## config.mk

```make
export PLATFORM = sky130hd
export DESIGN_NAME = integer_field_formatter_top_flat
export DESIGN_NICKNAME = d
export VERILOG_FILES = /design/src/design/iff_pkg.sv /design/src/design/iff_in_if.sv /design/src/design/iff_out_if.sv /design/src/design/iff_digit_unit.sv /design/src/design/integer_field_formatter_top.sv /design/src/flat_wrapper.sv
export VERILOG_INCLUDE_DIRS = /design/src /design/src/design
export SDC_FILE = /design/constraint.sdc
export NUM_CORES = 1
export LEC_CHECK = 0
export BUFFER_PORTS_ARGS = -buffer_cell sky130_fd_sc_hd__buf_2
export CORE_ASPECT_RATIO = 0.6
export CORE_MARGIN = 4
export CORE_UTILIZATION = 38
export CTS_CLUSTER_SIZE = 30
export DETAILED_ROUTE_END_ITERATION = 10
export GPL_TIMING_DRIVEN = 0
export PLACE_DENSITY_LB_ADDON = 0.3
export SYNTH_ARGS = -nofsm -noshare
export SYNTH_HDL_FRONTEND = slang
export SYNTH_SLANG_ARGS = --single-unit
```

## constraint.sdc

```tcl
create_clock -name i_clk -period 12.1 [get_ports i_clk]
set_input_delay 0.605 -clock i_clk [delete_from_list [all_inputs] [get_ports i_clk]]
set_output_delay 0.605 -clock i_clk [all_outputs]
set_load 0.005 [all_outputs]
```

## src/design/integer_field_formatter_top_defines.svh

```systemverilog
// Assertion macros shared by the integer field formatter RTL.
`ifndef INTEGER_FIELD_FORMATTER_TOP_DEFINES_SVH
`define INTEGER_FIELD_FORMATTER_TOP_DEFINES_SVH

// Condition must hold at every clock edge outside reset.
`define IFF_ASSERT_IMPLIES(lbl, ante, cons, msg) \
    lbl: assert property (@(posedge i_clk) disable iff (!i_rst_n) (ante) |-> (cons)) \
        else $error(msg);

// Consequence must hold in the cycle after the antecedent.
`define IFF_ASSERT_NEXT(lbl, ante, cons, msg) \
    lbl: assert property (@(posedge i_clk) disable iff (!i_rst_n) (ante) |=> (cons)) \
        else $error(msg);

`endif

```

## src/design/iff_pkg.sv

```systemverilog
// Types, constants and helpers shared by the integer field formatter.
package iff_pkg;

    localparam int VAL_W         = 64;
    localparam int BCD_DIGITS    = 20;
    localparam int HEX_DIGITS    = 16;
    localparam int BCD_W         = 4 * BCD_DIGITS;
    localparam int BITS_PER_STEP = 4;
    localparam int CONV_STEPS    = VAL_W / BITS_PER_STEP;
    localparam int STEP_W        = $clog2(CONV_STEPS);
    localparam int NDIG_W        = 5;
    localparam int LEN_W         = 7;
    localparam int RESULT_LIMIT  = 60;

    // Conversion codes
    localparam logic [2:0] CMD_SDEC = 3'd0;
    localparam logic [2:0] CMD_UDEC = 3'd1;
    localparam logic [2:0] CMD_HEXL = 3'd2;
    localparam logic [2:0] CMD_HEXU = 3'd3;
    localparam logic [2:0] CMD_PTR  = 3'd4;

    // ASCII codes
    localparam logic [7:0] CH_SPACE = 8'h20;
    localparam logic [7:0] CH_PLUS  = 8'h2B;
    localparam logic [7:0] CH_MINUS = 8'h2D;
    localparam logic [7:0] CH_ZERO  = 8'h30;
    localparam logic [7:0] CH_X_UP  = 8'h58;
    localparam logic [7:0] CH_X_LO  = 8'h78;
    localparam logic [7:0] CH_A_UP  = 8'h41;
    localparam logic [7:0] CH_A_LO  = 8'h61;

    typedef logic [LEN_W-1:0] t_len;

    typedef struct packed {
        logic [2:0]  command;
        logic        wide_value;
        logic [63:0] value;
        logic        left_just;
        logic        zero_fill;
        logic        show_plus;
        logic        show_space;
        logic        alt_form;
        logic [5:0]  field_width;
        logic        has_precision;
        logic [5:0]  precision;
    } t_in_item;

    typedef struct packed {
        logic [7:0] character;
        logic       last;
    } t_out_item;

    // Sequencer commands to the digit unit
    typedef struct packed {
        logic load;
        logic hex;
        logic conv;
        logic norm;
        logic pop;
    } t_dig_ctl;

    // Digit unit status back to the sequencer
    typedef struct packed {
        logic [3:0]        top_digit;
        logic [NDIG_W-1:0] ndig;
        logic              conv_last;
        logic              norm_done;
    } t_dig_stat;

    // Map one digit to its ASCII character.
    function automatic logic [7:0] digit_char(input logic [3:0] d, input logic upper);
        logic [7:0] base;
        base = upper ? CH_A_UP : CH_A_LO;
        if (d < 4'd10) begin
            digit_char = CH_ZERO + {4'b0, d};
        end else begin
            digit_char = base + {4'b0, d} - 8'd10;
        end
    endfunction

endpackage

```

## src/design/iff_in_if.sv

```systemverilog
// Valid/ready channel carrying one parsed integer conversion.
interface iff_in_if;
    import iff_pkg::*;

    logic     valid;
    logic     ready;
    t_in_item data;

    modport source (output valid, output data, input ready);
    modport sink (input valid, input data, output ready);
endinterface

```

## src/design/iff_out_if.sv

```systemverilog
// Valid/ready channel carrying one output character.
interface iff_out_if;
    import iff_pkg::*;

    logic      valid;
    logic      ready;
    t_out_item data;

    modport source (output valid, output data, input ready);
    modport sink (input valid, input data, output ready);
endinterface

```

## src/design/iff_digit_unit.sv

```systemverilog
// Shared shift/add-3 digit unit: binary to BCD, normalize, digit pop.
module iff_digit_unit (
    input  logic                i_clk,
    input  logic                i_rst_n,
    input  iff_pkg::t_dig_ctl   i_ctl,
    input  logic [63:0]         i_mag,
    output iff_pkg::t_dig_stat  o_stat
);
    import iff_pkg::*;

    logic [VAL_W-1:0]  r_bin, n_bin;
    logic [BCD_W-1:0]  r_bcd, n_bcd;
    logic [NDIG_W-1:0] r_ndig, n_ndig;
    logic [STEP_W-1:0] r_step, n_step;
    logic [VAL_W-1:0]  bin_c;
    logic [BCD_W-1:0]  bcd_c;

    // Four double-dabble bit steps per cycle
    always_comb begin
        bin_c = r_bin;
        bcd_c = r_bcd;
        for (int k = 0; k < BITS_PER_STEP; k++) begin
            for (int j = 0; j < BCD_DIGITS; j++) begin
                if (bcd_c[j*4 +: 4] >= 4'd5) begin
                    bcd_c[j*4 +: 4] = bcd_c[j*4 +: 4] + 4'd3;
                end
            end
            bcd_c = {bcd_c[BCD_W-2:0], bin_c[VAL_W-1]};
            bin_c = {bin_c[VAL_W-2:0], 1'b0};
        end
    end

    always_comb begin
        n_bin  = r_bin;
        n_bcd  = r_bcd;
        n_ndig = r_ndig;
        n_step = r_step;
        if (i_ctl.load) begin
            n_step = '0;
            if (i_ctl.hex) begin
                n_bcd  = {i_mag, {(BCD_W-VAL_W){1'b0}}};
                n_ndig = NDIG_W'(HEX_DIGITS);
            end else begin
                n_bin  = i_mag;
                n_bcd  = '0;
                n_ndig = NDIG_W'(BCD_DIGITS);
            end
        end else if (i_ctl.conv) begin
            n_bin  = bin_c;
            n_bcd  = bcd_c;
            n_step = r_step + 1'b1;
        end else if (i_ctl.norm) begin
            n_bcd  = {r_bcd[BCD_W-5:0], 4'b0};
            n_ndig = r_ndig - 1'b1;
        end else if (i_ctl.pop) begin
            n_bcd  = {r_bcd[BCD_W-5:0], 4'b0};
        end
    end

    always_ff @(posedge i_clk) begin
        if (!i_rst_n) begin
            r_ndig <= NDIG_W'(1);
            r_step <= '0;
        end else begin
            r_ndig <= n_ndig;
            r_step <= n_step;
        end
    end

    always_ff @(posedge i_clk) begin
        r_bin <= n_bin;
        r_bcd <= n_bcd;
    end

    assign o_stat.top_digit = r_bcd[BCD_W-1 -: 4];
    assign o_stat.ndig      = r_ndig;
    assign o_stat.conv_last = (r_step == STEP_W'(CONV_STEPS - 1));
    assign o_stat.norm_done = (r_ndig == NDIG_W'(1)) || (r_bcd[BCD_W-1 -: 4] != 4'd0);

endmodule

```

## src/design/integer_field_formatter_top.sv

```systemverilog
// Top level of the integer field formatter: sequencer and output stage.
`include "integer_field_formatter_top_defines.svh"

// Integer field formatter. Takes one parsed printf integer conversion
// (signed or unsigned decimal, lower or upper hex, pointer) on i_cmd and
// transfers its text on o_chr, one ASCII character per transfer, with last
// set on the final character; a conversion that prints nothing transfers
// nothing. i_cmd is ready only while the block is idle, so one conversion is
// in flight at a time. Per conversion: it is taken while idle; for decimal the
// shared shift/add-3 unit converts the 64-bit magnitude four bits per cycle
// (hex skips this); the same unit then strips leading zero digits; the field
// is sized in ST_PLAN_A and ST_PLAN_B; then the characters are made section
// by section, empty sections being skipped, and the character phase stalls
// with o_chr. Width saturates at MAX_WIDTH, precision at MAX_PRECISION, and
// at most 60 characters are transferred per conversion.
module integer_field_formatter_top #(
    parameter int MAX_WIDTH     = 60,
    parameter int MAX_PRECISION = 40
) (
    input  logic      i_clk,
    input  logic      i_rst_n,
    iff_in_if.sink    i_cmd,
    iff_out_if.source o_chr
);
    import iff_pkg::*;

    localparam logic [3:0] ST_IDLE   = 4'd0;
    localparam logic [3:0] ST_CONV   = 4'd1;
    localparam logic [3:0] ST_NORM   = 4'd2;
    localparam logic [3:0] ST_PLAN_A = 4'd3;
    localparam logic [3:0] ST_PLAN_B = 4'd4;
    localparam logic [3:0] ST_LPAD   = 4'd5;
    localparam logic [3:0] ST_SIGN   = 4'd6;
    localparam logic [3:0] ST_PFX    = 4'd7;
    localparam logic [3:0] ST_ZERO   = 4'd8;
    localparam logic [3:0] ST_DIG    = 4'd9;
    localparam logic [3:0] ST_RPAD   = 4'd10;

    // Control state
    logic [3:0] r_state, n_state;
    t_len       r_cnt, n_cnt;
    t_len       r_remain, n_remain;
    logic       r_ov, n_ov;

    // Per-conversion payload
    logic       r_has_sign;
    logic [7:0] r_sign_char;
    logic       r_prefix;
    logic       r_upper;
    logic       r_left;
    logic       r_zero_pad;
    logic       r_has_prec;
    t_len       r_prec;
    t_len       r_width;
    logic       r_val_zero;
    t_len       r_ndig;
    t_len       r_min_zeros;
    t_len       r_total;
    t_len       r_pad;
    t_len       r_zeros;
    logic [7:0] r_och;
    logic       r_olast;

    // Input decode
    logic        accept;
    logic [2:0]  cmd;
    logic        signed_dec, is_hex, is_upper, is_ptr;
    logic [63:0] val_ext, mag;
    logic        neg, has_sign_c;
    logic [7:0]  sign_char_c;
    t_len        width_raw, prec_raw, width_sat, prec_sat;

    // Field sizing
    t_len nd_c, ndig_eff_c, pz_c, total_c, pad_c, full_c, remain_c;

    // Character phase
    logic       slot, emit;
    logic [7:0] ch_c;
    logic [3:0] seg_next;
    t_len       seg_next_len;

    t_dig_ctl  dig_ctl;
    t_dig_stat dig_stat;

    assign accept      = i_cmd.valid && i_cmd.ready;
    assign i_cmd.ready = (r_state == ST_IDLE);

    // Normalize the argument and take its magnitude
    always_comb begin
        cmd = i_cmd.data.command;
        if (cmd > CMD_PTR) begin
            cmd = CMD_UDEC;
        end
        signed_dec = (cmd == CMD_SDEC);
        is_hex     = (cmd == CMD_HEXL) || (cmd == CMD_HEXU) || (cmd == CMD_PTR);
        is_upper   = (cmd == CMD_HEXU);
        is_ptr     = (cmd == CMD_PTR);
        val_ext    = i_cmd.data.value;
        if (!is_ptr && !i_cmd.data.wide_value) begin
            val_ext = signed_dec ? {{32{val_ext[31]}}, val_ext[31:0]}
                                 : {32'b0, val_ext[31:0]};
        end
        neg = signed_dec && val_ext[63];
        mag = neg ? (64'd0 - val_ext) : val_ext;
        has_sign_c  = neg || (signed_dec && (i_cmd.data.show_plus || i_cmd.data.show_space));
        sign_char_c = neg ? CH_MINUS : (i_cmd.data.show_plus ? CH_PLUS : CH_SPACE);
        width_raw = {1'b0, i_cmd.data.field_width};
        prec_raw  = {1'b0, i_cmd.data.precision};
        width_sat = (width_raw > t_len'(MAX_WIDTH)) ? t_len'(MAX_WIDTH) : width_raw;
        prec_sat  = (prec_raw > t_len'(MAX_PRECISION)) ? t_len'(MAX_PRECISION) : prec_raw;
    end

    // First sizing cycle: digit count and precision zeros
    always_comb begin
        nd_c       = t_len'(dig_stat.ndig);
        ndig_eff_c = (r_has_prec && (r_prec == '0) && r_val_zero) ? '0 : nd_c;
        pz_c       = (r_has_prec && (r_prec > nd_c)) ? (r_prec - nd_c) : '0;
        total_c    = t_len'(r_has_sign) + (r_prefix ? t_len'(2) : '0) + pz_c + ndig_eff_c;
    end

    // Second sizing cycle: padding and character budget
    always_comb begin
        pad_c    = (r_width > r_total) ? (r_width - r_total) : '0;
        full_c   = (r_width > r_total) ? r_width : r_total;
        remain_c = (full_c > t_len'(RESULT_LIMIT)) ? t_len'(RESULT_LIMIT) : full_c;
    end

    // Section that follows the current one, with its length
    always_comb begin
        case (r_state)
            ST_LPAD: begin
                seg_next     = ST_SIGN;
                seg_next_len = t_len'(r_has_sign);
            end
            ST_SIGN: begin
                seg_next     = ST_PFX;
                seg_next_len = r_prefix ? t_len'(2) : '0;
            end
            ST_PFX: begin
                seg_next     = ST_ZERO;
                seg_next_len = r_zeros;
            end
            ST_ZERO: begin
                seg_next     = ST_DIG;
                seg_next_len = r_ndig;
            end
            ST_DIG: begin
                seg_next     = ST_RPAD;
                seg_next_len = r_left ? r_pad : '0;
            end
            default: begin
                seg_next     = ST_IDLE;
                seg_next_len = '0;
            end
        endcase
    end

    // Character of the current section
    always_comb begin
        case (r_state)
            ST_SIGN: ch_c = r_sign_char;
            ST_PFX:  ch_c = (r_cnt == t_len'(2)) ? CH_ZERO : (r_upper ? CH_X_UP : CH_X_LO);
            ST_ZERO: ch_c = CH_ZERO;
            ST_DIG:  ch_c = digit_char(dig_stat.top_digit, r_upper);
            default: ch_c = CH_SPACE;
        endcase
    end

    assign slot = !r_ov || o_chr.ready;

    // Sequencer
    always_comb begin
        n_state  = r_state;
        n_cnt    = r_cnt;
        n_remain = r_remain;
        emit     = 1'b0;
        case (r_state)
            ST_IDLE: begin
                if (accept) begin
                    n_state = is_hex ? ST_NORM : ST_CONV;
                end
            end
            ST_CONV: begin
                if (dig_stat.conv_last) begin
                    n_state = ST_NORM;
                end
            end
            ST_NORM: begin
                if (dig_stat.norm_done) begin
                    n_state = ST_PLAN_A;
                end
            end
            ST_PLAN_A: begin
                n_state = ST_PLAN_B;
            end
            ST_PLAN_B: begin
                n_remain = remain_c;
                n_cnt    = (!r_left && !r_zero_pad) ? pad_c : '0;
                n_state  = (remain_c == '0) ? ST_IDLE : ST_LPAD;
            end
            ST_LPAD, ST_SIGN, ST_PFX, ST_ZERO, ST_DIG, ST_RPAD: begin
                if (r_cnt == '0) begin
                    // skip an empty section
                    n_state = seg_next;
                    n_cnt   = seg_next_len;
                end else if (slot) begin
                    emit     = 1'b1;
                    n_remain = r_remain - 1'b1;
                    if (r_remain == t_len'(1)) begin
                        n_state = ST_IDLE;
                    end else if (r_cnt == t_len'(1)) begin
                        n_state = seg_next;
                        n_cnt   = seg_next_len;
                    end else begin
                        n_cnt = r_cnt - 1'b1;
                    end
                end
            end
            default: begin
                n_state = ST_IDLE;
            end
        endcase
    end

    // Output register: hold until transferred, reload when a character is made
    always_comb begin
        n_ov = r_ov;
        if (emit) begin
            n_ov = 1'b1;
        end else if (o_chr.ready) begin
            n_ov = 1'b0;
        end
    end

    always_ff @(posedge i_clk) begin
        if (!i_rst_n) begin
            r_state  <= ST_IDLE;
            r_cnt    <= '0;
            r_remain <= '0;
            r_ov     <= 1'b0;
        end else begin
            r_state  <= n_state;
            r_cnt    <= n_cnt;
            r_remain <= n_remain;
            r_ov     <= n_ov;
        end
    end

    // Capture the conversion and the sizing results
    always_ff @(posedge i_clk) begin
        if (accept) begin
            r_has_sign  <= has_sign_c;
            r_sign_char <= sign_char_c;
            r_prefix    <= is_ptr || (is_hex && i_cmd.data.alt_form && (val_ext != 64'd0));
            r_upper     <= is_upper;
            r_left      <= i_cmd.data.left_just;
            r_zero_pad  <= i_cmd.data.zero_fill && !i_cmd.data.has_precision
                           && !i_cmd.data.left_just;
            r_has_prec  <= i_cmd.data.has_precision;
            r_prec      <= prec_sat;
            r_width     <= width_sat;
            r_val_zero  <= (val_ext == 64'd0);
        end
        if (r_state == ST_PLAN_A) begin
            r_ndig      <= ndig_eff_c;
            r_min_zeros <= pz_c;
            r_total     <= total_c;
        end
        if (r_state == ST_PLAN_B) begin
            r_pad   <= pad_c;
            r_zeros <= r_min_zeros + (r_zero_pad ? pad_c : '0);
        end
        if (emit) begin
            r_och   <= ch_c;
            r_olast <= (r_remain == t_len'(1));
        end
    end

    assign dig_ctl.load = accept;
    assign dig_ctl.hex  = is_hex;
    assign dig_ctl.conv = (r_state == ST_CONV);
    assign dig_ctl.norm = (r_state == ST_NORM) && !dig_stat.norm_done;
    assign dig_ctl.pop  = emit && (r_state == ST_DIG);

    iff_digit_unit u_digit (
        .i_clk   (i_clk),
        .i_rst_n (i_rst_n),
        .i_ctl   (dig_ctl),
        .i_mag   (mag),
        .o_stat  (dig_stat)
    );

    assign o_chr.valid          = r_ov;
    assign o_chr.data.character = r_och;
    assign o_chr.data.last      = r_olast;

    `IFF_ASSERT_NEXT(a_accept_starts, accept, (r_state == ST_CONV) || (r_state == ST_NORM), "conversion did not start after accept")
    `IFF_ASSERT_IMPLIES(a_digits_normalized, r_state == ST_PLAN_A, dig_stat.norm_done, "leading digit not normalized at sizing")
    `IFF_ASSERT_IMPLIES(a_budget_limit, r_state != ST_IDLE, r_remain <= t_len'(RESULT_LIMIT), "character budget over limit")
    `IFF_ASSERT_NEXT(a_last_ends, emit && (r_remain == t_len'(1)), (r_state == ST_IDLE) && r_ov && r_olast, "final character not marked or sequencer busy")

endmodule

```

## src/flat_wrapper.sv

```systemverilog
// flat-port wrapper written by rule: the top's interface ports become plain ports
module integer_field_formatter_top_flat import iff_pkg::*;
#(
    parameter int MAX_WIDTH     = 60,
    parameter int MAX_PRECISION = 40
)
  (i_clk, i_rst_n, i_cmd_valid, i_cmd_data, i_cmd_ready, o_chr_valid, o_chr_data, o_chr_ready);
  iff_in_if i_cmd_i ();
  iff_out_if o_chr_i ();
  input  logic i_clk;
  input  logic i_rst_n;
  input wire logic [$bits(i_cmd_i.valid)-1:0] i_cmd_valid;
  input wire logic [$bits(i_cmd_i.data)-1:0] i_cmd_data;
  output wire logic [$bits(i_cmd_i.ready)-1:0] i_cmd_ready;
  output wire logic [$bits(o_chr_i.valid)-1:0] o_chr_valid;
  output wire logic [$bits(o_chr_i.data)-1:0] o_chr_data;
  input wire logic [$bits(o_chr_i.ready)-1:0] o_chr_ready;
  assign i_cmd_i.valid = i_cmd_valid;
  assign i_cmd_i.data = i_cmd_data;
  assign i_cmd_ready = i_cmd_i.ready;
  assign o_chr_valid = o_chr_i.valid;
  assign o_chr_data = o_chr_i.data;
  assign o_chr_i.ready = o_chr_ready;
  integer_field_formatter_top #(.MAX_WIDTH(MAX_WIDTH), .MAX_PRECISION(MAX_PRECISION)) u_core (.i_clk(i_clk), .i_rst_n(i_rst_n), .i_cmd(i_cmd_i), .o_chr(o_chr_i));
endmodule
```

# After elaboration in Yosys (flattened, before gate mapping)
# Index checks and enable logic that the tools add are counted.
[word_totals] reg_bits=245 wordCells=422 output_inout_bits=11 inputBits=90
[classes] n_mux=136 bitwise_logic=1 eq_ne=28 n_lt_le_gt_ge=87 reduce_logical=49 n_addsub=94
[ops] operator="$mux 80" count=5
[ops] operator="$mux 64" count=6
[ops] operator="$mux 4" count=84
[ops] operator="$ge 4x3->1 const B" count=80
[ops] operator="$add 4x2->4 const B" count=76
[ops] operator="$mux 7" count=13
[ops] operator="$logic_not 64->1" count=1
[ops] operator="$reduce_bool 64->1" count=1
[ops] operator="$sub 1x64->64 const A" count=1
[ops] operator="$pmux 7 s5" count=1
[ops] operator="$pmux 8 s4" count=1
[ops] operator="$pmux 7 s2" count=2
[ops] operator="$pmux 4 s6" count=1
[ops] operator="$add 7x7->7" count=3
[ops] operator="$logic_not 7->1" count=3
[ops] operator="$mux 3" count=7
[ops] operator="$mux 5" count=4
[ops] operator="$pmux 4 s5" count=1
[ops] operator="$eq 4x3->1 const B" count=4
[ops] operator="$eq 4x4->1 const B" count=4
[ops] operator="$mux 8" count=2
[ops] operator="$eq 7x1->1 const B" count=2
[ops] operator="$logic_and 1x1->1" count=14
[ops] operator="$sub 7x1->7 const B" count=2
[ops] operator="41 further kinds" count=77

# Depth between registers and ports, before layout
# Gate-level depths: netlist of the first run.
[logic_depth] depth_word=10 ltp_mapped=21

# Cells and area by module
# Synthesis of the first run repeated with hierarchy kept, for this count alone.
[hier_totals] cells_unflattened=2740 hier_area_um2=23088.4
[by_module_without_submodules] module="iff_digit_unit" cells_per_inst=1860 seq_area_each_um2=4504.3 area_per_inst_um2=15820.2 n_inst=1
[by_module_without_submodules] module="integer_field_formatter_top" cells_per_inst=880 seq_area_each_um2=2272.2 area_per_inst_um2=7268.2 n_inst=1

# Worst setup path before layout of the first run
# No wires, ideal clock.
[synth_timing] kind="in2reg" start="input port i_cmd_data[85]" end="register u_core.u_digit.r_ndig[2]" arrival_ps=6539 stages=6 path_buffers=1 setup_time_ps=89 slack_ps=5472 path_cell_list="clkbuf_1 > nor2b_1 > a21o_1 > o21ai_0 > o21ai_0 > a21oi_1"
[synth_between] elab_chain_len=7
[synth_rtl] element="start: declaration" line_no="flat_wrapper.sv:13" rtl="input wire logic [$bits(i_cmd_i.data)-1:0] i_cmd_data;"
[synth_rtl] element="$gt 3x3->1" line_no="integer_field_formatter_top.sv:91" rtl="if (cmd > CMD_PTR) begin"
[synth_rtl] element="$mux 3 *" line_no="integer_field_formatter_top.sv:91"
[synth_rtl] element="$eq 3x2->1" line_no="integer_field_formatter_top.sv:95" rtl="is_hex = (cmd == CMD_HEXL) || (cmd == CMD_HEXU) || (cmd == CMD_PTR);"
[synth_rtl] element="$logic_or 1x1->1" line_no="integer_field_formatter_top.sv:95"
[synth_rtl] element="$logic_or 1x1->1 *" line_no="integer_field_formatter_top.sv:95"
[synth_rtl] element="$mux 3 *" line_no="iff_digit_unit.sv:40" rtl="if (i_ctl.hex) begin"
[synth_rtl] element="$mux 5 *" line_no="iff_digit_unit.sv:38" rtl="if (i_ctl.load) begin"
[synth_rtl] element="end signal: assignment" line_no="iff_digit_unit.sv:65" rtl="r_ndig <= n_ndig;"
[synth_rtl] element="end: declaration" line_no="iff_digit_unit.sv:13" rtl="logic [NDIG_W-1:0] r_ndig, n_ndig;"
# Every way passes the cells marked *; elsewhere a longest branch is shown, timed or not.
# A chain may end at the register's enable or synchronous reset.

# Worst setup path after layout of the first run
[layout_timing] start="register u_core.r_state[3]" end="register u_core.u_digit.r_bcd[31] (enable)"
[layout_between] elab_chain_len=5
[layout_rtl] element="start: declaration" line_no="integer_field_formatter_top.sv:40" rtl="logic [3:0] r_state, n_state;"
[layout_rtl] element="start signal: assignment" line_no="integer_field_formatter_top.sv:242" rtl="r_state <= n_state;"
[layout_rtl] element="$eq 4x3->1, or another cell as far along" line_no="integer_field_formatter_top.sv:177" rtl="case (r_state)"
[layout_rtl] element="$reduce_or 6->1" line_no="integer_field_formatter_top.sv:177"
[layout_rtl] element="$mux 1" line_no="integer_field_formatter_top.sv:177"
[layout_rtl] element="$logic_and 1x1->1" line_no="integer_field_formatter_top.sv:283" rtl="assign dig_ctl.pop = emit && (r_state == ST_DIG);"
[layout_rtl] element="$reduce_bool 4->1 (no line) *"
[layout_rtl] element="end signal: assignment" line_no="iff_digit_unit.sv:72" rtl="r_bcd <= n_bcd;"
[layout_rtl] element="end: declaration" line_no="iff_digit_unit.sv:12" rtl="logic [BCD_W-1:0] r_bcd, n_bcd;"
# Marked as above.

==> results.py, run 1 <==
metrics = {
    "clock_tree": {
        "cts_root_buffer": "clkbuf_16",
        "cts_tree": "done",
        "clk_latency_ns": 0.55,
        "hold_buffers": 0,
        "cts_setup_buffers": 0,
        "cts_max_path_buffers": 3,
        "cts.clk_slew.worst_paths_ns": 0.06,
        "cts_num_sinks": 235,
        "htreeDepth": 1,
        "cts_buffers": 26,
        "ctsResizeCount": 0,
    },
    "timing": {
        "hold_viol_final": 0,
        "hold_slack_ns": 0.258,
        "fmax_mhz": 182,
        "setup_slack_ns": 6.62,
        "tns_ns": 0,
        "fin_crit_sh_pct": 45.3,
        "skew_ns": 0.0138,
        "drv_slew": 0,
        "setup_violations": 0,
        "period_minus_slack_ns": 5.48,
        "tightest_slew_ns": 1.24,
        "slew_headroom_pct": 17.3,
        "rsz0062_at_grt": "false",
    },
    "critical_path": {
        "path_class": "reg2reg",
        "end_kind": "flip-flop",
        "slowest_stage": "buf_1",
        "critPathMaxFanout": 59,
        "crit_path_frequent_cell": "clkbuf_1",
        "cp-start-kind": "flip-flop",
        "critPathArrivalTime_ns": 5.74,
        "required_ns": 12.36,
        "path_cells": "clkbuf_1 -> nor4_1 -> nand2_1 -> inv_1 -> nor2_1 -> clkbuf_1 -> buf_1 -> nand3_4 -> buf_16",
        "cpPeakStageDelay_ns": 0.98,
    },
    "synth": {
        "synthTopCellsByArea": "edfxtp_1 (29%), ha_1 (7.2%), o21ai_0 (5.1%)",
        "ys.flop_type": "edfxtp_1",
        "ys_async_sr_fraction_pct": 0,
        "netlist_instances": 2509,
        "ys_seq_elements": 235,
        "synth_area_sq_um": 21300,
        "synth_nets": 2727,
        "ys.warnings.count": 0,
        "synth_top_area_cell": "edfxtp_1",
        "synth_common_cells": "nand2_1 (265), o21ai_0 (217), edfxtp_1 (207), a21oi_1 (197), nor2_1 (172)",
        "synth_edf_count": 207,
        "yosysUniqueCellTypes": 109,
        "synth_area_per_cell_sq_um": 8.49,
        "seq_area_frac_synth_pct": 31.8,
        "synth_top_area_share_pct": 29.2,
        "synth.most_common_cell": "nand2_1",
    },
    "global_route": {
        "grt_use_total_pct": 22.6,
        "grt_pass1_wl_microns": 108000,
        "grt-ovfl-total": 0,
        "grt_max_degree": 60,
        "grt_pass1_vias": 18900,
        "antenna_found_initial": 2,
    },
    "drt": {
        "route.detailed.drc": 0,
        "vias": 20500,
        "dr.pass1.iters": 5,
        "wl_microns": 71200,
        "vias_per_cell": 6.01,
        "ant_nets": 0,
        "first_iter_violations": 2459,
        "wl_per_cell_microns": 20.9,
    },
    "layout": {
        "n_fill_cell": 5369,
        "areaGrowthSynthToFinish_pct": 11.5,
        "fin_nets": 2858,
        "drive_gt1_share_pct": 12.9,
        "post-route-util_pct": 43.3,
    },
    "place": {
        "port_buffers": 98,
        "routabilityCongestion": 0.938,
        "pre_cts_ws_ns": 6.99,
        "dp_hpwl_microns": 55200,
    },
    "die": {
        "die_width_microns": 314,
        "core_sq_um": 54800,
        "dieArea_sq_um": 60100,
        "start_util_pct": 38.9,
        "boundaryPins": 101,
        "rows": 66,
        "dieHeight_microns": 191,
    },
    "run": {
        "maxCapViolations": 0,
    },
    "run_status": {
        "status": "finished, final reports clean",
    },
    "min_path": {
        "holdCritPathClass": "in2reg",
    },
}
[stage by stage]
stage / area (sq um) / std cells
6_report: 23800 / 3406
5_1_grt: 23800 / 3405
4_1_cts: 23700 / 3405
3_3_place_gp: 22700 / 3355
3_5_place_dp: 22900 / 3360
2_1_floorplan: 21300 / 2509
[sequential cells by signal, summed over array words and instances (netlist names), 3 cells and up]
signal,flops
u_core.u_digit.r_bcd,80
u_core.u_digit.r_bin,64
u_core.r_cnt,7
u_core.r_min_zeros,7
u_core.r_och,7
u_core.r_pad,7
u_core.r_remain,7
u_core.r_total,7
u_core.r_zeros,7
u_core.r_prec,6
u_core.r_width,6
u_core.r_ndig,5
u_core.u_digit.r_ndig,5
u_core.r_state,4
u_core.u_digit.r_step,4
u_core.r_sign_char,3
[final cells by class]
cell class              instances  area [sq um]  area share, %
flip-flops and latches        235          6780           28.5
well taps                     748           936           3.94
diodes                          1          2.50         0.0105
clock inverters                17           205          0.864
inverters                     171           647           2.72
plain buffers                  86           394           1.66
multi-input cells            2017         13500           56.9
clock buffers                  28           679           2.86
repair buffers                103           589           2.48
[path summary, 6_finish.rpt]
path                                    startpoint                        to  slack [ns]  cells after the start
worst min register to register  u_core.r_remain[5]        u_core.r_remain[5]        0.47                      2
worst max-delay path             u_core.r_state[3]  u_core.u_digit.r_bcd[31]        6.62                      9
worst max register to register   u_core.r_state[3]  u_core.u_digit.r_bcd[31]        6.62                      9
worst min-delay path                i_cmd_data[17]             u_core.r_left        0.26                      1
[routing by layer]
layer / vias to the layer above / part of all wire, % / global-route usage [%] / wire [microns]
li1: 9489 / - / - / -
met1: 9972 / 47 / 34.6 / 33700
met2: 916 / 41 / 33.3 / 29500
met3: 93 / 9.4 / 3.53 / 6700
met4: 2 / 1.9 / 4.72 / 1320
met5: - / 0.018 / 0 / 13
[cell families after synthesis]
| logic type | Yosys count | share of synthesized area (%) |
|---|---|---|
| AOI/OAI and AO/OA | 881 | 26.7 |
| xor gates and xnor gates | 149 | 6.63 |
| adders and majority gates | 128 | 7.73 |
| buffers and inverters | 257 | 4.88 |
| DFF | 235 | 31.8 |
| muxes | 75 | 3.73 |
| other | 1 | 0.0176 |
| and+or+nand+nor | 783 | 18.5 |
[placed cells by master, fill, tap and decap left out, types with 11 or more instances in the layout]
cell,instances
a211o_1,16
a211oi_1,31
a21o_1,33
a21oi_1,197
a21oi_2,25
a22oi_1,22
a31o_2,18
a31oi_1,50
and2_1,25
buf_2,110
clkbuf_1,60
clkbuf_16,27
dfxtp_1,28
edfxtp_1,207
ha_1,122
inv_1,158
inv_2,12
mux2_2,30
mux2i_1,43
nand2_1,265
nand2b_1,45
nand3_1,42
nand4_1,11
nor2_1,171
nor2b_1,36
nor3_1,40
nor3b_1,33
nor4_1,13
o211ai_1,22
o21ai_0,216
o21ai_1,66
o21ai_2,11
o21bai_1,14
o221ai_1,28
o31ai_1,20
or3_1,19
xnor2_1,74
xor2_1,62
[critical path: cells and delay by family (launching register included)]
kind	cells	cell delay, ns
buffers and inverters	5	2.73
AND/OR/NAND/NOR	4	2.07
flip-flops	1	0.31
Power of run 1 is left out: the tool's default activity adds up to more than one toggle a clock period on the data nets, which glitch-free logic cannot reach.
==> run 2: changes to the inputs <==
==> constraint.sdc (replaced) <==
create_clock -name i_clk -period 5.2 [get_ports i_clk]
set_input_delay 0.26 -clock i_clk [delete_from_list [all_inputs] [get_ports i_clk]]
set_output_delay 0.26 -clock i_clk [all_outputs]
set_load 0.005 [all_outputs]
==> run 2 against run 1 <==
Net effect:
- count of clock-buffer cells in the layout rose by 5
- non-clock buffer count rose by 13
- first-iteration DRC count fell by 15%
- final area rose by 0.19%
- die area did not move
- sequential cell count did not move
- sequential share of layout area fell by 0.054 points
==> results.py, run 2 (same netlist as run 1, synthesis figures left out) <==
metrics = {
    "clock_tree": {
        "cts_root_buffer": "clkbuf_16",
        "clk_latency_ns": 0.56,
        "cts.clk_slew.worst_paths_ns": 0.07,
        "cts_buffers": 26,
        "cts_tree": "done",
        "htreeDepth": 1,
        "cts_setup_buffers": 0,
        "cts_max_path_buffers": 3,
        "cts_num_sinks": 235,
    },
    "layout": {
        "largest_register_ffs": 80,
        "post-route-util_pct": 43.4,
        "fin_nets": 2871,
        "regMostFlops": "u_core.u_digit.r_bcd",
        "areaGrowthSynthToFinish_pct": 11.7,
        "final_cell_mix": "nand2_1 (265), o21ai_0 (216), edfxtp_1 (207)",
        "top_regs": "u_core.u_digit.r_bcd x80, u_core.u_digit.r_bin x64",
        "mostFrequentLayoutCell": "nand2_1",
        "drive_gt1_share_pct": 12.8,
    },
    "global_route": {
        "top_usage_layer": "met2",
        "antenna_found_initial": 0,
        "grt_pass1_wl_microns": 108000,
        "met1_usage_pct": 33.4,
        "grt_use_total_pct": 22.5,
        "gr-usage-met2_pct": 34.0,
        "use_met3_pct": 4.59,
        "grt_pass1_vias": 19000,
        "grt_max_degree": 60,
        "grt-ovfl-total": 0,
    },
    "critical_path": {
        "path_class": "reg2reg",
        "cpPeakStageDelay_ns": 0.76,
        "slowest_stage": "clkbuf_1",
        "reg2reg_to": "u_core.u_digit.r_bcd[40]",
        "rr_worst_depth": 9,
        "crit_path_start": "u_core.r_state[3]",
        "required_ns": 5.46,
        "path_cells": "clkbuf_1 -> nor4_1 -> nand2_1 -> inv_1 -> nor2_1 -> clkbuf_1 -> clkdlybuf4s15_2 -> nand3_4 -> buf_16",
        "r2r-start": "u_core.r_state[3]",
        "crit_path_frequent_cell": "clkbuf_1",
        "critical_path.top_delay_family": "buffers and inverters",
        "crit_buf_inv": 5,
        "end_kind": "flip-flop",
        "cp-start-kind": "flip-flop",
        "critPathArrivalTime_ns": 5.12,
        "critPathMaxFanout": 59,
        "rrSetupSlack_ns": 0.34,
    },
    "timing": {
        "tightest_slew_ns": 1.33,
        "fmax_mhz": 206,
        "slew_headroom_pct": 11.1,
        "drv_slew": 0,
        "setup_violations": 0,
        "period_minus_slack_ns": 4.86,
        "rsz0062_at_grt": "false",
        "skew_ns": 0.0196,
        "fin_crit_sh_pct": 93.5,
        "hold_viol_final": 0,
    },
    "die": {
        "core_sq_um": 54800,
        "boundaryPins": 101,
        "die_width_microns": 314,
        "dieArea_sq_um": 60100,
        "rows": 66,
        "dieHeight_microns": 191,
        "start_util_pct": 38.9,
    },
    "min_path": {
        "min_to": "u_core.r_prec[3]",
        "worstHoldStart": "i_cmd_data[4]",
        "hold_depth": 2,
        "holdCritPathClass": "in2reg",
    },
    "run": {
        "maxCapViolations": 0,
    },
    "place": {
        "dp_hpwl_microns": 54500,
        "port_buffers": 98,
        "routabilityCongestion": 0.911,
    },
    "run_status": {
        "status": "finished, final reports clean",
    },
    "drt": {
        "wl_per_cell_microns": 20.6,
        "route.detailed.drc": 0,
        "vias": 20300,
        "vias_per_cell": 5.94,
        "ant_nets": 0,
        "dr.pass1.iters": 6,
        "first_iter_violations": 2080,
        "wl_microns": 70500,
    },
}
run 2: metrics by stage:
step / setup WS [ns] / hold WS [ns] / instance area, sq um / std cells / TNS (ns)
floorplan: 0.486 / 0.359 / 21300 / 2509 / 0
global placement: -3.19 / 0.454 / 22700 / 3355 / -341.68
detailed placement: -0.0394 / 0.456 / 22900 / 3360 / -1.71
CTS: 0.401 / 0.00167 / 23800 / 3420 / 0
global route: 0.169 / 0.0280 / 23800 / 3420 / 0
finish: 0.339 / 0.0117 / 23800 / 3421 / 0
run 2: final cells by class:
type	count	area (sq um)
Antenna cell	1	2.50
Buffer	86	402
Clock buffer	33	698
Clock inverter	14	96.3
Fill cell	5439	31000
Inverter	171	647
Multi-Input combinational cell	2017	13500
Sequential cell	235	6780
Tap cell	748	936
Timing Repair Buffer	116	719
run 2: how the worst max path moves through the flow:
| stage | depth (start not counted) | to | slack [ns] |
|---|---|---|---|
| detailed placement | 9 | u_core.u_digit.r_bcd[38] | -0.04 |
| global placement | 8 | u_core.u_digit.r_bcd[44] | -3.19 |
| CTS | 9 | u_core.u_digit.r_bcd[37] | 0.40 |
| floorplan | 6 | u_core.u_digit.r_ndig[2] | 0.49 |
| finish | 9 | u_core.u_digit.r_bcd[40] | 0.34 |
| global route | 9 | u_core.u_digit.r_bcd[37] | 0.17 |
run 2: timing repair:
action | CTS | global route
resized for setup | 2 | 0
setup endpoints to repair | 59 | 0
endpoints found under the hold margin | 14 | 0
hold buffers | 13 | 0
run 2: routing by layer:
layer | part of all wire [%] | up-vias
li1 | - | 9522
met1 | 47 | 9728
met2 | 41 | 962
met3 | 10 | 94
met4 | 1.9 | 0
met5 | 0 | -
Power of run 2 is left out for the same reason.
==> run 3: changes to the inputs <==
--- a/config.mk
+++ b/config.mk
@@ -14,6 +14,7 @@
 export DETAILED_ROUTE_END_ITERATION = 10
 export GPL_TIMING_DRIVEN = 0
 export PLACE_DENSITY_LB_ADDON = 0.3
+export REMOVE_ABC_BUFFERS = 1
 export SYNTH_ARGS = -nofsm -noshare
 export SYNTH_HDL_FRONTEND = slang
 export SYNTH_SLANG_ARGS = --single-unit
==> run 3 against run 2 <==
Net effect:
- hold slack improved by 0.029 ns
- setup slack improved by 0.13 ns
- via count fell by 3.5%
- die area did not move
- critical path depth rose by 10
- cell count fell by 2.2%
- non-clock buffer count fell by 76
- sequential cell count did not move
- count of clock-buffer cells in the layout rose by 8
- global-route usage fell by 2.4 points
- clock skew fell by 0.0045 ns
==> results.py, run 3 (same netlist as run 1, synthesis figures left out) <==
metrics = {
    "min_path": {
        "worstHoldStart": "i_cmd_data[15]",
        "hold_depth": 2,
        "holdCritPathClass": "in2reg",
        "min_to": "u_core.r_sign_char[0]",
    },
    "layout": {
        "top_regs": "u_core.u_digit.r_bcd x80, u_core.u_digit.r_bin x64",
        "drive_gt1_share_pct": 13.0,
        "diodes": 0,
        "n_fill_cell": 5338,
        "largest_register_ffs": 80,
        "fin_area_sq_um": 23700,
        "areaGrowthSynthToFinish_pct": 11.3,
        "mostFrequentLayoutCell": "nand2_1",
        "final_cell_mix": "nand2_1 (262), o21ai_0 (216), edfxtp_1 (207)",
        "post-route-util_pct": 43.2,
        "regMostFlops": "u_core.u_digit.r_bcd",
        "fin_nets": 2796,
    },
    "timing": {
        "skew_ns": 0.0151,
        "setup_violations": 0,
        "period_minus_slack_ns": 4.73,
        "tightest_slew_ns": 1.30,
        "rsz0062_at_grt": "false",
        "slew_headroom_pct": 13.4,
        "setup_slack_ns": 0.468,
        "hold_viol_final": 0,
        "tns_ns": 0,
        "fin_crit_sh_pct": 91.0,
        "drv_slew": 0,
        "fmax_mhz": 211,
    },
    "critical_path": {
        "crit_path_start": "u_core.u_digit.r_bcd[0]",
        "critPathArrivalTime_ns": 5.02,
        "rrSetupSlack_ns": 0.47,
        "critPathMaxFanout": 7,
        "rr_worst_depth": 19,
        "path_class": "reg2reg",
        "r2r-start": "u_core.u_digit.r_bcd[0]",
        "end_kind": "flip-flop",
        "reg2reg_to": "u_core.u_digit.r_bcd[2]",
        "cp-start-kind": "flip-flop",
        "required_ns": 5.48,
    },
    "drt": {
        "wl_met3_microns": 4680,
        "vias_per_cell": 5.86,
        "wl_per_cell_microns": 18.8,
        "dr_wl_met2_microns": 26200,
        "wl_microns": 63000,
        "routed.top_layer": "met5",
        "first_iter_violations": 1998,
        "dr.pass1.iters": 6,
        "ant_nets": 0,
        "vias": 19600,
        "route.detailed.drc": 0,
        "wl_met1_microns": 30800,
    },
    "place": {
        "pre_cts_ws_ns": -0.165,
        "routabilityCongestion": 0.878,
        "dp_hpwl_microns": 47600,
        "place_area_sq_um": 22600,
        "port_buffers": 99,
    },
    "global_route": {
        "grt_use_total_pct": 20.2,
        "grt_pass1_vias": 18300,
        "grt-ovfl-total": 0,
        "grt_pass1_wl_microns": 99200,
        "grt_max_degree": 87,
        "antenna_found_initial": 5,
    },
    "die": {
        "boundaryPins": 101,
        "core_sq_um": 54800,
        "start_util_pct": 38.9,
        "dieHeight_microns": 191,
        "dieArea_sq_um": 60100,
        "rows": 66,
        "die_width_microns": 314,
    },
    "run": {
        "maxCapViolations": 0,
    },
    "clock_tree": {
        "clk_latency_ns": 0.57,
        "htreeDepth": 1,
        "cts_buffers": 27,
        "cts_tree": "done",
        "cts.clk_slew.worst_paths_ns": 0.06,
        "cts_max_path_buffers": 3,
        "cts_root_buffer": "clkbuf_16",
        "cts_num_sinks": 235,
    },
    "run_status": {
        "status": "finished, final reports clean",
    },
}
[run 3: worst max-delay path by stage]
stage | end | slack (ns) | depth (start not counted)
after floorplan | u_core.u_digit.r_bcd[0] | -4.65 | 5
final | u_core.u_digit.r_bcd[2] | 0.47 | 19
after detailed placement | u_core.u_digit.r_bcd[50] | -0.16 | 12
after CTS | u_core.u_digit.r_bcd[50] | 0.36 | 12
after global routing | u_core.u_digit.r_bcd[2] | 0.13 | 19
after global placement | u_core.u_digit.r_bcd[29] | -11.99 | 4
[run 3: layout make-up]
| cell class | count | area [sq um] | area share, % |
|---|---|---|---|
| well taps | 748 | 936 | 3.95 |
| clock inverters | 9 | 125 | 0.528 |
| repair buffers | 126 | 857 | 3.61 |
| flip-flops and latches | 235 | 6780 | 28.6 |
| inverters | 171 | 647 | 2.73 |
| multi-input cells | 2017 | 13600 | 57.2 |
| clock buffers | 41 | 811 | 3.42 |
[run 3: metal layers]
layer	vias up	track usage (%)
met5	-	0
met4	4	4.37
met1	9435	31.2
li1	9388	-
met2	697	29.9
met3	80	2.49
[run 3: what timing repair did]
item,4_1_cts,5_1_grt
resized for setup,0,1
hold buffers,15,0
setup buffers,0,0
endpoints found under the setup margin,0,1
hold endpoints to repair,15,0
[run 3: metrics by stage]
step / hold slack (ns) / instances
2_1_floorplan: 0.349 / 2423
4_1_cts: 0.0269 / 3347
3_5_place_dp: 0.454 / 3282
6_report: 0.0402 / 3347
3_3_place_gp: 0.452 / 3270
5_1_grt: 0.0411 / 3347
[run 3: critical path, stage by stage (launching register included)]
cell	delay (ns)
edfxtp_1	0.53
inv_1	0.11
ha_1	0.23
and2b_1	0.24
a2bb2oi_1	0.28
nand2_1	0.17
ha_1	0.24
nor2b_1	0.15
o31ai_1	0.41
xnor2_1	0.30
ha_1	0.30
nand2b_1	0.09
a21boi_1	0.25
xnor2_1	0.24
ha_1	0.28
nand2b_1	0.09
a21boi_1	0.27
nor2_1	0.07
a21oi_1	0.15
nor2_1	0.05
Power of run 3 is left out for the same reason.
